<file path="config.mk">
export PLATFORM = sky130hd
export DESIGN_NAME = can_rx_id_demux_mailbox_flat
export DESIGN_NICKNAME = d
export VERILOG_FILES = /design/src/hw/rtl/crxmb_pkg.sv /design/src/hw/rtl/crxmb_if.sv /design/src/hw/rtl/can_rx_id_demux_mailbox.sv /design/src/hw/rtl/crxmb_front.sv /design/src/hw/rtl/crxmb_queue.sv /design/src/hw/rtl/crxmb_back.sv /design/src/flat_wrapper.sv
export VERILOG_INCLUDE_DIRS = /design/src /design/src/hw/rtl
export SDC_FILE = /design/constraint.sdc
export NUM_CORES = 1
export LEC_CHECK = 0
export BUFFER_PORTS_ARGS = -buffer_cell sky130_fd_sc_hd__buf_2
export CELL_PAD_IN_SITES_DETAIL_PLACEMENT = 1
export CELL_PAD_IN_SITES_GLOBAL_PLACEMENT = 1
export CORE_UTILIZATION = 45
export CTS_CLUSTER_SIZE = 40
export DETAILED_ROUTE_END_ITERATION = 8
export PLACE_DENSITY_LB_ADDON = 0.1
export SYNTH_ARGS = -nofsm -noshare
export SYNTH_HDL_FRONTEND = slang
export SYNTH_SLANG_ARGS = --single-unit
</file>
<file path="constraint.sdc">
create_clock -name clk_i -period 22.9 [get_ports clk_i]
set_input_delay 2.29 -clock clk_i [delete_from_list [all_inputs] [get_ports clk_i]]
set_output_delay 2.29 -clock clk_i [all_outputs]
set_load 0.01 [all_outputs]
</file>
<file path="src/hw/rtl/can_rx_id_demux_mailbox_defines.svh">
// assertion macros for the can receive mailbox
// used by crxmb_queue and crxmb_back, empty when synthesising
`ifndef CAN_RX_ID_DEMUX_MAILBOX_DEFINES_SVH
`define CAN_RX_ID_DEMUX_MAILBOX_DEFINES_SVH

`ifndef SYNTHESIS
`define CRXMB_ASSERT(lbl, clk, rst_n, prop, msg) \
  lbl: assert property (@(posedge clk) disable iff (!rst_n) prop) else $error(msg);
`define CRXMB_ASSERT_NEXT(lbl, clk, rst_n, ante, cons, msg) \
  lbl: assert property (@(posedge clk) disable iff (!rst_n) (ante) |=> (cons)) else $error(msg);
`else
`define CRXMB_ASSERT(lbl, clk, rst_n, prop, msg)
`define CRXMB_ASSERT_NEXT(lbl, clk, rst_n, ante, cons, msg)
`endif

`endif

</file>
<file path="src/hw/rtl/crxmb_pkg.sv">
// types and constants of the can receive mailbox
// no dependencies
`default_nettype none

package crxmb_pkg;

  localparam int unsigned NUM_ROUTES = 8;
  localparam int unsigned ROUTE_IW   = $clog2(NUM_ROUTES);
  localparam int unsigned CFG_DW     = 16;

  localparam logic [1:0] REQ_FRAME = 2'd0;
  localparam logic [1:0] REQ_TICK  = 2'd1;
  localparam logic [1:0] REQ_READ  = 2'd2;

  localparam logic [3:0]  MAX_BYTES = 4'd8;
  localparam logic [31:0] NEVER_AGE = 32'hFFFF_FFFF;

  typedef struct packed {
    logic        valid;
    logic [10:0] id;
    logic [3:0]  slot;
  } route_t;

  typedef enum logic [2:0] {
    OP_NONE,
    OP_STORE,
    OP_TICK,
    OP_READ,
    OP_READ_OOR
  } op_e;

  typedef struct packed {
    op_e         op;
    logic [3:0]  slot;
    logic [3:0]  len;
    logic [63:0] data;
  } cmd_t;

  typedef struct packed {
    logic        matched;
    logic [3:0]  hit_slot;
    logic [63:0] slot_data;
    logic [3:0]  slot_len;
    logic        slot_seen;
    logic [31:0] slot_age;
  } res_t;

endpackage

`default_nettype wire

</file>
<file path="src/hw/rtl/crxmb_if.sv">
// request and result channel interfaces of the can receive mailbox
// valid/ready handshake with payload, no dependencies
`default_nettype none

interface crxmb_req_if;
  logic        valid;
  logic        ready;
  logic [1:0]  req_type;
  logic [10:0] frame_id;
  logic [3:0]  frame_len;
  logic [63:0] frame_data;
  logic [3:0]  read_slot;

  modport source (output valid, req_type, frame_id, frame_len, frame_data, read_slot,
                  input ready);
  modport sink (input valid, req_type, frame_id, frame_len, frame_data, read_slot,
                output ready);
endinterface

interface crxmb_rsp_if;
  logic        valid;
  logic        ready;
  logic        matched;
  logic [3:0]  hit_slot;
  logic [63:0] slot_data;
  logic [3:0]  slot_len;
  logic        slot_seen;
  logic [31:0] slot_age;

  modport source (output valid, matched, hit_slot, slot_data, slot_len, slot_seen, slot_age,
                  input ready);
  modport sink (input valid, matched, hit_slot, slot_data, slot_len, slot_seen, slot_age,
                output ready);
endinterface

`default_nettype wire

</file>
<file path="src/hw/rtl/can_rx_id_demux_mailbox.sv">
// an accepted request is written into the command queue, then moved into the result register once that register is free
// throughput: one request per cycle sustained while results are taken without stall, set by the single-port slot unit
// a two-entry command queue decouples the route match from the slot unit
// reset: routes invalid, seen marks and the millisecond counter cleared
// slots read as empty until written, no clearing pass
`default_nettype none

module can_rx_id_demux_mailbox #(
  parameter int unsigned SLOTS = 8
) (
  input  logic                            clk_i,
  input  logic                            rst_ni,
  input  logic                            cfg_we_i,
  input  logic [crxmb_pkg::ROUTE_IW-1:0]  cfg_idx_i,
  input  logic [crxmb_pkg::CFG_DW-1:0]    cfg_wdata_i,
  crxmb_req_if.sink                       req_i,
  crxmb_rsp_if.source                     rsp_o
);

  logic            q_push, q_full, q_pop, q_empty;
  crxmb_pkg::cmd_t q_cmd_in, q_cmd_out;

  crxmb_front #(.SLOTS(SLOTS)) u_front (
    .clk_i       (clk_i),
    .rst_ni      (rst_ni),
    .cfg_we_i    (cfg_we_i),
    .cfg_idx_i   (cfg_idx_i),
    .cfg_wdata_i (cfg_wdata_i),
    .req_i       (req_i),
    .q_full_i    (q_full),
    .q_push_o    (q_push),
    .q_cmd_o     (q_cmd_in)
  );

  crxmb_queue u_queue (
    .clk_i   (clk_i),
    .rst_ni  (rst_ni),
    .push_i  (q_push),
    .cmd_i   (q_cmd_in),
    .full_o  (q_full),
    .pop_i   (q_pop),
    .empty_o (q_empty),
    .cmd_o   (q_cmd_out)
  );

  crxmb_back #(.SLOTS(SLOTS)) u_back (
    .clk_i     (clk_i),
    .rst_ni    (rst_ni),
    .q_empty_i (q_empty),
    .q_cmd_i   (q_cmd_out),
    .q_pop_o   (q_pop),
    .rsp_o     (rsp_o)
  );

endmodule

`default_nettype wire

</file>
<file path="src/hw/rtl/crxmb_front.sv">
// front end: route registers, identifier match and request classification
// depends on crxmb_pkg and crxmb_req_if
`default_nettype none

module crxmb_front #(
  parameter int unsigned SLOTS = 8
) (
  input  logic                            clk_i,
  input  logic                            rst_ni,
  input  logic                            cfg_we_i,
  input  logic [crxmb_pkg::ROUTE_IW-1:0]  cfg_idx_i,
  input  logic [crxmb_pkg::CFG_DW-1:0]    cfg_wdata_i,
  crxmb_req_if.sink                       req_i,
  input  logic                            q_full_i,
  output logic                            q_push_o,
  output crxmb_pkg::cmd_t                 q_cmd_o
);

  localparam logic [4:0] SLOT_LIM = 5'(SLOTS);

  crxmb_pkg::route_t route_q [crxmb_pkg::NUM_ROUTES];
  crxmb_pkg::route_t hit_route;
  logic              hit;
  logic [3:0]        len_clamp;
  logic [63:0]       data_kept;

  always_ff @(posedge clk_i or negedge rst_ni) begin
    if (!rst_ni) begin
      for (int i = 0; i < crxmb_pkg::NUM_ROUTES; i++) route_q[i] <= '0;
    end else if (cfg_we_i) begin
      route_q[cfg_idx_i] <= crxmb_pkg::route_t'(cfg_wdata_i);
    end
  end

  // lowest route index wins
  always_comb begin
    hit       = 1'b0;
    hit_route = '0;
    for (int i = crxmb_pkg::NUM_ROUTES - 1; i >= 0; i--) begin
      if (route_q[i].valid && (route_q[i].id == req_i.frame_id)) begin
        hit       = 1'b1;
        hit_route = route_q[i];
      end
    end
  end

  always_comb begin
    len_clamp = (req_i.frame_len > crxmb_pkg::MAX_BYTES) ? crxmb_pkg::MAX_BYTES
                                                          : req_i.frame_len;
    for (int b = 0; b < 8; b++) begin
      data_kept[b*8 +: 8] = (4'(b) < len_clamp) ? req_i.frame_data[b*8 +: 8] : 8'h00;
    end
  end

  always_comb begin
    q_cmd_o = '0;
    unique case (req_i.req_type)
      crxmb_pkg::REQ_FRAME: begin
        if (hit && ({1'b0, hit_route.slot} < SLOT_LIM)) begin
          q_cmd_o.op   = crxmb_pkg::OP_STORE;
          q_cmd_o.slot = hit_route.slot;
          q_cmd_o.len  = len_clamp;
          q_cmd_o.data = data_kept;
        end
      end
      crxmb_pkg::REQ_TICK: begin
        q_cmd_o.op = crxmb_pkg::OP_TICK;
      end
      crxmb_pkg::REQ_READ: begin
        q_cmd_o.slot = req_i.read_slot;
        q_cmd_o.op   = ({1'b0, req_i.read_slot} < SLOT_LIM) ? crxmb_pkg::OP_READ
                                                             : crxmb_pkg::OP_READ_OOR;
      end
      default: begin
        q_cmd_o.op = crxmb_pkg::OP_NONE;
      end
    endcase
  end

  assign req_i.ready = !q_full_i;
  assign q_push_o    = req_i.valid && !q_full_i;

endmodule

`default_nettype wire

</file>
<file path="src/hw/rtl/crxmb_queue.sv">
// two-entry command queue between front end and slot unit
// depends on crxmb_pkg and the assertion macros
`default_nettype none
`include "can_rx_id_demux_mailbox_defines.svh"

module crxmb_queue (
  input  logic            clk_i,
  input  logic            rst_ni,
  input  logic            push_i,
  input  crxmb_pkg::cmd_t cmd_i,
  output logic            full_o,
  input  logic            pop_i,
  output logic            empty_o,
  output crxmb_pkg::cmd_t cmd_o
);

  localparam int unsigned DEPTH = 2;

  crxmb_pkg::cmd_t mem_q [DEPTH];
  logic            wr_ptr_q, wr_ptr_d;
  logic            rd_ptr_q, rd_ptr_d;
  logic [1:0]      cnt_q, cnt_d;

  assign full_o  = (cnt_q == 2'(DEPTH));
  assign empty_o = (cnt_q == 2'd0);
  assign cmd_o   = mem_q[rd_ptr_q];

  always_comb begin
    wr_ptr_d = push_i ? !wr_ptr_q : wr_ptr_q;
    rd_ptr_d = pop_i ? !rd_ptr_q : rd_ptr_q;
    cnt_d    = cnt_q + 2'(push_i) - 2'(pop_i);
  end

  always_ff @(posedge clk_i or negedge rst_ni) begin
    if (!rst_ni) begin
      wr_ptr_q <= 1'b0;
      rd_ptr_q <= 1'b0;
      cnt_q    <= 2'd0;
    end else begin
      wr_ptr_q <= wr_ptr_d;
      rd_ptr_q <= rd_ptr_d;
      cnt_q    <= cnt_d;
    end
  end

  always_ff @(posedge clk_i) begin
    if (push_i) begin
      mem_q[wr_ptr_q] <= cmd_i;
    end
  end

  `CRXMB_ASSERT(a_cnt_bound, clk_i, rst_ni, cnt_q <= 2'(DEPTH), "queue count past depth")
  `CRXMB_ASSERT_NEXT(a_cnt_grow, clk_i, rst_ni, push_i && !pop_i, cnt_q == $past(cnt_q) + 2'd1, "queue count did not grow")

endmodule

`default_nettype wire

</file>
<file path="src/hw/rtl/crxmb_back.sv">
// slot unit: mailbox slot store, millisecond counter and result register
// depends on crxmb_pkg, crxmb_rsp_if and the assertion macros
`default_nettype none
`include "can_rx_id_demux_mailbox_defines.svh"

module crxmb_back #(
  parameter int unsigned SLOTS = 8
) (
  input  logic            clk_i,
  input  logic            rst_ni,
  input  logic            q_empty_i,
  input  crxmb_pkg::cmd_t q_cmd_i,
  output logic            q_pop_o,
  crxmb_rsp_if.source     rsp_o
);

  localparam int unsigned SLOT_AW = (SLOTS > 1) ? $clog2(SLOTS) : 1;

  logic [63:0]        payload_q [SLOTS];
  logic [3:0]         len_q     [SLOTS];
  logic [31:0]        time_q    [SLOTS];
  logic [SLOTS-1:0]   seen_q;
  logic [31:0]        now_q, now_d;
  logic               out_valid_q, out_valid_d;
  crxmb_pkg::res_t    res_q, res_d;
  logic [SLOT_AW-1:0] idx;
  logic               pop;

  assign idx     = q_cmd_i.slot[SLOT_AW-1:0];
  assign pop     = !q_empty_i && (!out_valid_q || rsp_o.ready);
  assign q_pop_o = pop;

  always_comb begin
    res_d = '0;
    now_d = now_q;
    case (q_cmd_i.op)
      crxmb_pkg::OP_STORE: begin
        res_d.matched  = 1'b1;
        res_d.hit_slot = q_cmd_i.slot;
      end
      crxmb_pkg::OP_TICK: begin
        now_d = now_q + 32'd1;
      end
      crxmb_pkg::OP_READ: begin
        res_d.hit_slot  = q_cmd_i.slot;
        res_d.slot_seen = seen_q[idx];
        res_d.slot_data = seen_q[idx] ? payload_q[idx] : 64'd0;
        res_d.slot_len  = seen_q[idx] ? len_q[idx] : 4'd0;
        res_d.slot_age  = seen_q[idx] ? (now_q - time_q[idx]) : crxmb_pkg::NEVER_AGE;
      end
      crxmb_pkg::OP_READ_OOR: begin
        res_d.hit_slot = q_cmd_i.slot;
        res_d.slot_age = crxmb_pkg::NEVER_AGE;
      end
      default: begin
        res_d = '0;
      end
    endcase
  end

  always_comb begin
    if (pop) begin
      out_valid_d = 1'b1;
    end else if (rsp_o.ready) begin
      out_valid_d = 1'b0;
    end else begin
      out_valid_d = out_valid_q;
    end
  end

  always_ff @(posedge clk_i or negedge rst_ni) begin
    if (!rst_ni) begin
      seen_q      <= '0;
      now_q       <= 32'd0;
      out_valid_q <= 1'b0;
    end else begin
      out_valid_q <= out_valid_d;
      if (pop) begin
        now_q <= now_d;
        if (q_cmd_i.op == crxmb_pkg::OP_STORE) begin
          seen_q[idx] <= 1'b1;
        end
      end
    end
  end

  // slot payload only meaningful once its seen mark is set
  always_ff @(posedge clk_i) begin
    if (pop) begin
      res_q <= res_d;
      if (q_cmd_i.op == crxmb_pkg::OP_STORE) begin
        payload_q[idx] <= q_cmd_i.data;
        len_q[idx]     <= q_cmd_i.len;
        time_q[idx]    <= now_q;
      end
    end
  end

  assign rsp_o.valid     = out_valid_q;
  assign rsp_o.matched   = res_q.matched;
  assign rsp_o.hit_slot  = res_q.hit_slot;
  assign rsp_o.slot_data = res_q.slot_data;
  assign rsp_o.slot_len  = res_q.slot_len;
  assign rsp_o.slot_seen = res_q.slot_seen;
  assign rsp_o.slot_age  = res_q.slot_age;

  `CRXMB_ASSERT_NEXT(a_tick_adv, clk_i, rst_ni, pop && (q_cmd_i.op == crxmb_pkg::OP_TICK), now_q == $past(now_q) + 32'd1, "tick did not advance time")
  `CRXMB_ASSERT(a_frame_res, clk_i, rst_ni, out_valid_q && res_q.matched |-> !res_q.slot_seen && (res_q.slot_age == 32'd0), "frame result carries slot fields")

endmodule

`default_nettype wire

</file>
<file path="src/flat_wrapper.sv">
// flat-port wrapper written by rule: the top's interface ports become plain ports
module can_rx_id_demux_mailbox_flat 
#(
  parameter int unsigned SLOTS = 8
)
  (clk_i, rst_ni, cfg_we_i, cfg_idx_i, cfg_wdata_i, req_i_valid, req_i_req_type, req_i_frame_id, req_i_frame_len, req_i_frame_data, req_i_read_slot, req_i_ready, rsp_o_valid, rsp_o_matched, rsp_o_hit_slot, rsp_o_slot_data, rsp_o_slot_len, rsp_o_slot_seen, rsp_o_slot_age, rsp_o_ready);
  crxmb_req_if req_i_i ();
  crxmb_rsp_if rsp_o_i ();
  input  logic clk_i;
  input  logic rst_ni;
  input  logic cfg_we_i;
  input  logic [crxmb_pkg::ROUTE_IW-1:0] cfg_idx_i;
  input  logic [crxmb_pkg::CFG_DW-1:0] cfg_wdata_i;
  input wire logic [$bits(req_i_i.valid)-1:0] req_i_valid;
  input wire logic [$bits(req_i_i.req_type)-1:0] req_i_req_type;
  input wire logic [$bits(req_i_i.frame_id)-1:0] req_i_frame_id;
  input wire logic [$bits(req_i_i.frame_len)-1:0] req_i_frame_len;
  input wire logic [$bits(req_i_i.frame_data)-1:0] req_i_frame_data;
  input wire logic [$bits(req_i_i.read_slot)-1:0] req_i_read_slot;
  output wire logic [$bits(req_i_i.ready)-1:0] req_i_ready;
  output wire logic [$bits(rsp_o_i.valid)-1:0] rsp_o_valid;
  output wire logic [$bits(rsp_o_i.matched)-1:0] rsp_o_matched;
  output wire logic [$bits(rsp_o_i.hit_slot)-1:0] rsp_o_hit_slot;
  output wire logic [$bits(rsp_o_i.slot_data)-1:0] rsp_o_slot_data;
  output wire logic [$bits(rsp_o_i.slot_len)-1:0] rsp_o_slot_len;
  output wire logic [$bits(rsp_o_i.slot_seen)-1:0] rsp_o_slot_seen;
  output wire logic [$bits(rsp_o_i.slot_age)-1:0] rsp_o_slot_age;
  input wire logic [$bits(rsp_o_i.ready)-1:0] rsp_o_ready;
  assign req_i_i.valid = req_i_valid;
  assign req_i_i.req_type = req_i_req_type;
  assign req_i_i.frame_id = req_i_frame_id;
  assign req_i_i.frame_len = req_i_frame_len;
  assign req_i_i.frame_data = req_i_frame_data;
  assign req_i_i.read_slot = req_i_read_slot;
  assign req_i_ready = req_i_i.ready;
  assign rsp_o_valid = rsp_o_i.valid;
  assign rsp_o_matched = rsp_o_i.matched;
  assign rsp_o_hit_slot = rsp_o_i.hit_slot;
  assign rsp_o_slot_data = rsp_o_i.slot_data;
  assign rsp_o_slot_len = rsp_o_i.slot_len;
  assign rsp_o_slot_seen = rsp_o_i.slot_seen;
  assign rsp_o_slot_age = rsp_o_i.slot_age;
  assign rsp_o_i.ready = rsp_o_ready;
  can_rx_id_demux_mailbox #(.SLOTS(SLOTS)) u_core (.clk_i(clk_i), .rst_ni(rst_ni), .cfg_we_i(cfg_we_i), .cfg_idx_i(cfg_idx_i), .cfg_wdata_i(cfg_wdata_i), .req_i(req_i_i), .rsp_o(rsp_o_i));
endmodule
</file>
=== Yosys cells after proc, flatten, opt, wreduce, memory -nomap -nowiden ===
Memory sizes are Yosys's and may differ from the RTL's. A register that Yosys moved wholly into a read port is not among the register bits.
Cells that the tools add are included.

* Memories kept: 4
* Bits in registers: 211
* Logic and storage cells: 148
* Output and inout port bits: 108
* Bits of input ports: 109
* Memory bits (writable): 950

* $lt $le $gt $ge: 15
* Muxes and demuxes: 46
* Add/subtract/negate cells: 4
* Reduce and logical (&&, ||, !) cells: 28
* Equal/unequal tests: 15
* Bitwise operators: 2

{| class="wikitable"
|+ Memories
! name !! depth !! bits a word !! rd ports !! clocked after Yosys merged registers in !! write ports !! RTL line !! RTL
|-
| u_core.u_back.payload_q || 8 || 64 || 1 || 1 || 1 || crxmb_back.sv:19 || <nowiki>logic [63:0] payload_q [SLOTS];</nowiki>
|-
| u_core.u_back.time_q || 8 || 32 || 1 || 0 || 1 || crxmb_back.sv:21 || <nowiki>logic [31:0] time_q [SLOTS];</nowiki>
|-
| u_core.u_queue.mem_q || 2 || 75 || 1 || 0 || 1 || crxmb_queue.sv:19 || <nowiki>crxmb_pkg::cmd_t mem_q [DEPTH];</nowiki>
|-
| u_core.u_back.len_q || 8 || 4 || 1 || 1 || 1 || crxmb_back.sv:20 || <nowiki>logic [3:0] len_q [SLOTS];</nowiki>
|}

{| class="wikitable"
|+ Operators by type and width
! kind !! count
|-
| bitwise mux 128 bit || 1
|-
| == test 11 bit || 8
|-
| two-way mux 73 bit || 1
|-
| two-way mux 68 bit || 1
|-
| two-way mux 8 bit || 8
|-
| one-hot mux 32 bit (2 select lines) || 1
|-
| demux 16 bit (select 3 bit) || 1
|-
| two-way mux 4 bit || 9
|-
| adder 32 x 1 -> 32 bit, second input constant || 1
|-
| two-way mux 32 bit || 1
|-
| subtractor 32 bit || 1
|-
| two-way mux 1 bit || 17
|-
| < comparator 3 x 4 -> 1 bit, first input constant || 4
|-
| two-way mux 16 bit || 1
|-
| logical AND 1 bit || 13
|-
| one-hot mux 3 bit (3 select lines) || 1
|-
| < comparator 1 x 4 -> 1 bit, first input constant || 2
|-
| < comparator 2 x 4 -> 1 bit, first input constant || 2
|-
| < comparator 4 bit, second input constant || 2
|-
| bitwise OR 8 bit || 1
|-
| one-hot mux 4 bit (2 select lines) || 1
|-
| zero test 1 bit || 7
|-
| == test 3 x 2 -> 1 bit, second input constant || 2
|-
| AND reduction 2 bit || 3
|-
| 19 further kinds || 21
|}

=== Logic depth before layout (Yosys ltp) ===
* Depth after elaboration: 14
* Mapped depth: 19
* Depth with buffers taken out: 15

=== Modules after synthesis ===
From an unflattened synthesis, not the netlist that was laid out.

* Cells, all modules: 2896
* Area total of the unflattened synthesis: 48402.7 µm²

{| class="wikitable"
|+ By module, submodules not included
! module !! area an instance (µm²) !! sequential area each (µm²) !! cells each !! instances
|-
| crxmb_back || 35395.2 || 28232.1 || 1981 || 1
|-
| crxmb_front || 7244.4 || 3203.1 || 667 || 1
|-
| crxmb_queue || 5763.0 || 4604.4 || 248 || 1
|}

=== Worst setup path after synthesis ===
OpenSTA, ideal clock, no wires.

* Path kind: in2reg
* Start point: in rsp_o_ready
* End point: reg u_core.u_back.seen_q[0]
* Stages on the path: 5
* Data required time: 22809 ps
* Arrival: 12925 ps
* Setup slack: 9884 ps
* Buffers on the path: 0
* Path through: nor2b_1 > nor2_1 > nand2_1 > nor2_1 > or2_2

* Longest elaborated chain between the ends: 3

{| class="wikitable"
|+ Ends and longest elaborated chain
! element !! RTL line !! RTL
|-
| start: declaration || flat_wrapper.sv:28 || <nowiki>input wire logic [$bits(rsp_o_i.ready)-1:0] rsp_o_ready;</nowiki>
|-
| logical OR 1 bit || crxmb_back.sv:30 || <nowiki>assign pop = !q_empty_i && (!out_valid_q || rsp_o.ready);</nowiki>
|-
| logical AND 1 bit || crxmb_back.sv:30 ||
|-
| net u_core.q_pop || can_rx_id_demux_mailbox.sv:20 || <nowiki>logic q_push, q_full, q_pop, q_empty;</nowiki>
|-
| AND reduction 2 bit (no source line) || - ||
|-
| end signal: assignment || crxmb_back.sv:73 || <nowiki>seen_q <= '0;</nowiki>
|-
| end signal: indexed assignment || crxmb_back.sv:81 || <nowiki>seen_q[idx] <= 1'b1;</nowiki>
|-
| end: declaration || crxmb_back.sv:22 || <nowiki>logic [SLOTS-1:0] seen_q;</nowiki>
|}

The timed path passes the listed nets, and every way through them passes these cells.
A chain may end at the register's enable or synchronous reset.

=== Worst setup path in the final report ===
* Start point: reg u_core.u_queue.rd_ptr_q
* End point: reg u_core.u_back.res_q, in the netlist u_core.u_back.rsp_o.slot_age[31] (data pin)

* Longest elaborated chain between the ends: 5
* Elaborated cells between the ends (all ways): 9
* Those cells by class: add/sub (1); eq/ne (2); mux (4); memory (2)

{| class="wikitable"
|+ Ends and longest elaborated chain
! element !! RTL line !! RTL
|-
| start: declaration || crxmb_queue.sv:21 || <nowiki>logic rd_ptr_q, rd_ptr_d;</nowiki>
|-
| start signal: assignment || crxmb_queue.sv:41 || <nowiki>rd_ptr_q <= rd_ptr_d;</nowiki>
|-
| memory (2 x 75 bit) * || - ||
|-
| memory (8 x 32 bit) or binary-select mux 1 bit (select 3 bit) (tied branches) || - ||
|-
| subtractor 32 bit or two-way mux 1 bit (tied branches) || crxmb_back.sv:49 || <nowiki>res_d.slot_age = seen_q[idx] ? (now_q - time_q[idx]) : crxmb_pkg::NEVER_AGE;</nowiki>
|-
| two-way mux 32 bit || crxmb_back.sv:49 ||
|-
| one-hot mux 32 bit (2 select lines) * || crxmb_back.sv:36 || <nowiki>case (q_cmd_i.op)</nowiki>
|-
| end signal: assignment || crxmb_back.sv:90 || <nowiki>res_q <= res_d;</nowiki>
|-
| end: declaration || crxmb_back.sv:25 || <nowiki>crxmb_pkg::res_t res_q, res_d;</nowiki>
|}

Every way passes the cells marked *; elsewhere a longest branch is shown, timed or not. The select of a mux whose other input is x is not followed.

==> impl_results.md <==
- DRT Pass-1 Iters: 5
- Area growth from synthesis to layout: 15.4%
- GRT overflow: 0
- Initial antenna violation count: 3
- Post-synthesis sequential area ratio: 0.759
- Post-Syn Nets: 2937
- Largest family of logic cells by synthesized area: compound AO/OA/AOI/OAI gates
- First-pass GRT wire length: 186000 microns
- Post-synthesis mux area share: 0.0500
- Setup TNS: 0 ns
- Mapped Cells: 2792
- End of the critical path: u_core.u_back.rsp_o.slot_age[31]
- Top Ports: 217
- Final Hold Viols: 0
- H-tree Lvls: 4
- Post-Route WL: 125000 microns
- Reg2Reg Depth: 16
- Post-synthesis compound-gate area fraction: 0.0972
- Cts hold-fix bufs: 0
- Setup repair bufs after CTS: 0
- Simple-Gate Fraction of Synth Area: 0.0407
- Post-layout nets: 3203
- Final setup fails: 0
- Final WS setup: 16.16 ns
- GRT Util Overall: 0.235
- Worst Max-Slew Pin Slew: 1.12 ns
- Cell Area, Synth: 0.0474 sq mm
- CTS buffer count: 133
- Post-route antenna net violation count: 0
- Period utilization: 0.294
- RSZ-0062 raised after global routing: no
- F_max: 0.148 GHz
- Clock tree sinks: 1227
- Worst skew pair latency: 0.73 ns
- Crit path launch type: flop
- Post-cts sizing count: 0
- DR vias/cell: 5.82
- FF-to-FF End: u_core.u_back.rsp_o.slot_age[31]
- Max cap viols: 0
- Netlist cell types: 70
- Number of flops mapped to enable cells by yosys: 1054
- Die width: 327 microns
- Power per standard cell area: 124 mW/mm^2
- Share of cells above drive strength 1: 0.226
- Die area: 0.107 sq mm
- LEAKAGE: 18.5 nW
- Drt initial violations: 1925
- Largest net degree at the start of global routing: 99
- Vias in the first global route: 28400
- Clock root buffer: clkbuf_16
- CP startpoint: u_core.u_queue.rd_ptr_q
- Origin of the critical flop-to-flop path: u_core.u_queue.rd_ptr_q
- Wire per inst: 27.5 microns
- Critical path class: reg -> reg
- Synth Area in Adders: 0.00966
- CP required: 23.45 ns
- XOR/XNOR Fraction of Synth Area: 0.0277
- Number of buffers added on ports: 216
- Hold Path Class: reg -> reg
- Worst hold margin: 0.468 ns
- Slew HR: 0.252
- Ys flop type: edfxtp_1
- Critical path fanouts, max: 56
- CTS tree: yes
- Die Y: 327 microns
- Crit path DAT: 7.29 ns
- Status: complete, no violations
- Setup WS pre-CTS: 16.12 ns
- Peak supply drop: 0.0765 mV
- Rows: 118
- Hold Crit Start: u_core.u_back.seen_q[7]
- GPL Wtd Cong: 0.812
- Vias: 26500
- Fraction of registers with async set/reset: 0.141
- Core Area: 0.104 sq mm
- Crit end category: flop
- Mapped Avg Cell Area: 17.0 sq um
- Setup Skew: 0.0193 ns
- Clock buffer depth: 3
- # fillers: 9649
- Slew Limit Fails: 0
- Yosys reg bits: 1227
- Initial Utilization: 0.456
- Minimum clock period: 6.74 ns
- Final HPWL DP: 71100 microns
- Synth warn: 0
- Reg clk slew, reported paths: 0.06 ns
- R2r setup slk: 16.16 ns
- DRC viols: 0
-- metrics by stage --
stage | utilization | instance area [sq um] | power, mW | instances
after floorplan | - | 47400 | 4.03 | 2792
after global placement | 0.484 | 50300 | 4.61 | 4303
after detailed placement | 0.484 | 50300 | 4.66 | 4303
after CTS | 0.526 | 54700 | 6.83 | 4547
after global routing | 0.526 | 54700 | 7.04 | 4547
final | 0.526 | 54700 | 6.76 | 4549
-- worst min path at each step --
stage | endpoint | cells past startpoint
floorplan | u_core.u_back.seen_q[0] | 1
global placement | u_core.u_back.seen_q[4] | 1
detailed placement | u_core.u_back.seen_q[2] | 1
CTS | u_core.u_back.seen_q[3] | 1
global route | u_core.u_back.seen_q[3] | 1
finish | u_core.u_back.seen_q[7] | 1
-- worst max-delay path, cell delays in order (launching register included) --
cell and delay, ns:
dfrtp_4 0.78, mux2i_1 0.78, nand2_1 0.31, nor2_4 0.14, buf_4 0.78, buf_4 0.72
a22oi_1 0.18, and4_1 0.24, ha_1 0.36, nand2_1 0.12, a2111oi_0 0.72, nor2_1 0.15
o22ai_1 0.45, o21ai_0 0.21, a21oi_1 0.23, nor4_1 0.08, nor4_1 0.25
-- layout by cell type (no fill, tap or decap), drive strengths merged, types with 12 or more instances in the layout --
cell type | Yosys | final
ha | 35 | 35
o21ai | 25 | 25
and4 | 21 | 21
a22oi | 228 | 228
a31oi | 75 | 75
a221oi | 84 | 84
and2 | 40 | 40
buf | 33 | 266
nor2 | 81 | 81
clkbuf | 102 | 169
xor2 | 23 | 23
mux2 | 200 | 200
edfxtp | 1054 | 1054
nand4 | 32 | 32
nand3 | 31 | 31
xnor2 | 127 | 127
and3 | 22 | 22
inv | 59 | 66
a21oi | 67 | 67
dfrtp | 173 | 173
clkinv | 0 | 50
nor3 | 18 | 18
a22o | 80 | 80
bufinv | 0 | 14
nand2 | 50 | 50
o22ai | 16 | 16
mux2i | 12 | 12
-- where the power goes --
part	leakage [nW]	internal, mW	switching, mW
Combinational	4.96	0.564	1.06
Sequential	11.4	2.86	0.115
Clock	2.16	1.28	0.874
Total	18.5	4.71	2.05
-- cell usage after synthesis, drive strengths merged, types with 5 or more instances --
| cell type | n | share of area |
|---|---|---|
| xor2 | 23 | 0.0042 |
| and3 | 22 | 0.0029 |
| nor3 | 18 | 0.0022 |
| or3 | 7 | 0.0010 |
| nor4 | 10 | 0.0016 |
| nand4 | 32 | 0.0044 |
| and2 | 40 | 0.0053 |
| a31oi | 75 | 0.0099 |
| mux2 | 200 | 0.047 |
| o22ai | 16 | 0.0021 |
| a21oi | 67 | 0.0071 |
| inv | 59 | 0.0047 |
| clkbuf | 102 | 0.0081 |
| a21o | 11 | 0.0017 |
| buf | 33 | 0.0034 |
| a211oi | 5 | 0.00079 |
| nand2 | 50 | 0.0040 |
| mux2i | 12 | 0.0025 |
| o31ai | 5 | 0.00079 |
| nand3 | 31 | 0.0035 |
| edfxtp | 1054 | 0.67 |
| dfrtp | 173 | 0.091 |
| xnor2 | 127 | 0.023 |
| a22oi | 228 | 0.036 |
| a221oi | 84 | 0.016 |
| o21ai | 25 | 0.0026 |
| and4 | 21 | 0.0039 |
| nor2 | 81 | 0.0066 |
| ha | 35 | 0.0092 |
| a22o | 80 | 0.015 |
| nand2b | 8 | 0.0011 |
| or2 | 11 | 0.0015 |
-- routing by layer --
layer,vias up,global-route usage,share of wire
met1,14000,0.316,0.43
met4,0,0.0651,0.019
met2,635,0.402,0.51
met5,-,0,0
met3,156,0.0304,0.040
li1,11700,-,-
-- cell type report --
| cell class | count | area [sq um] | area share |
|---|---|---|---|
| Inverter | 59 | 221 | 0.00405 |
| Multi-Input combinational cell | 1371 | 10900 | 0.199 |
| Timing Repair Buffer | 266 | 1480 | 0.0270 |
| Clock buffer | 169 | 3620 | 0.0661 |
| Clock inverter | 75 | 798 | 0.0146 |
| Sequential cell | 1227 | 36000 | 0.658 |
| Antenna cell | 2 | 5.00 | 0.0000915 |
| Tap cell | 1380 | 1730 | 0.0316 |
-- registers in the layout, indices dropped and copies added (netlist names), 4 cells and up --
| register | count |
|---|---|
| u_core.u_back.rsp_o.slot_len | 4 |
| u_core.u_back.len_q | 32 |
| u_core.u_front.route_q | 128 |
| u_core.u_queue.mem_q | 148 |
| u_core.u_back.now_q | 32 |
| u_core.u_back.rsp_o.slot_data | 64 |
| u_core.u_back.rsp_o.hit_slot | 4 |
| u_core.u_back.seen_q | 8 |
| u_core.u_back.time_q | 256 |
| u_core.u_back.payload_q | 512 |
| u_core.u_back.rsp_o.slot_age | 32 |
-- cell families (layout without fill, tap and decap cells) --
family | Yosys count | after routing
AND/OR/NAND/NOR | 348 | 348
buffers and inverters | 194 | 569
flip-flops | 1227 | 1227
adder cells (fa/ha/maj) | 36 | 36
other | 0 | 2
multiplexers | 212 | 212
XOR/XNOR | 150 | 150
AO/OA/AOI/OAI | 625 | 625
Note: power is estimated with default switching activity, not from simulation.
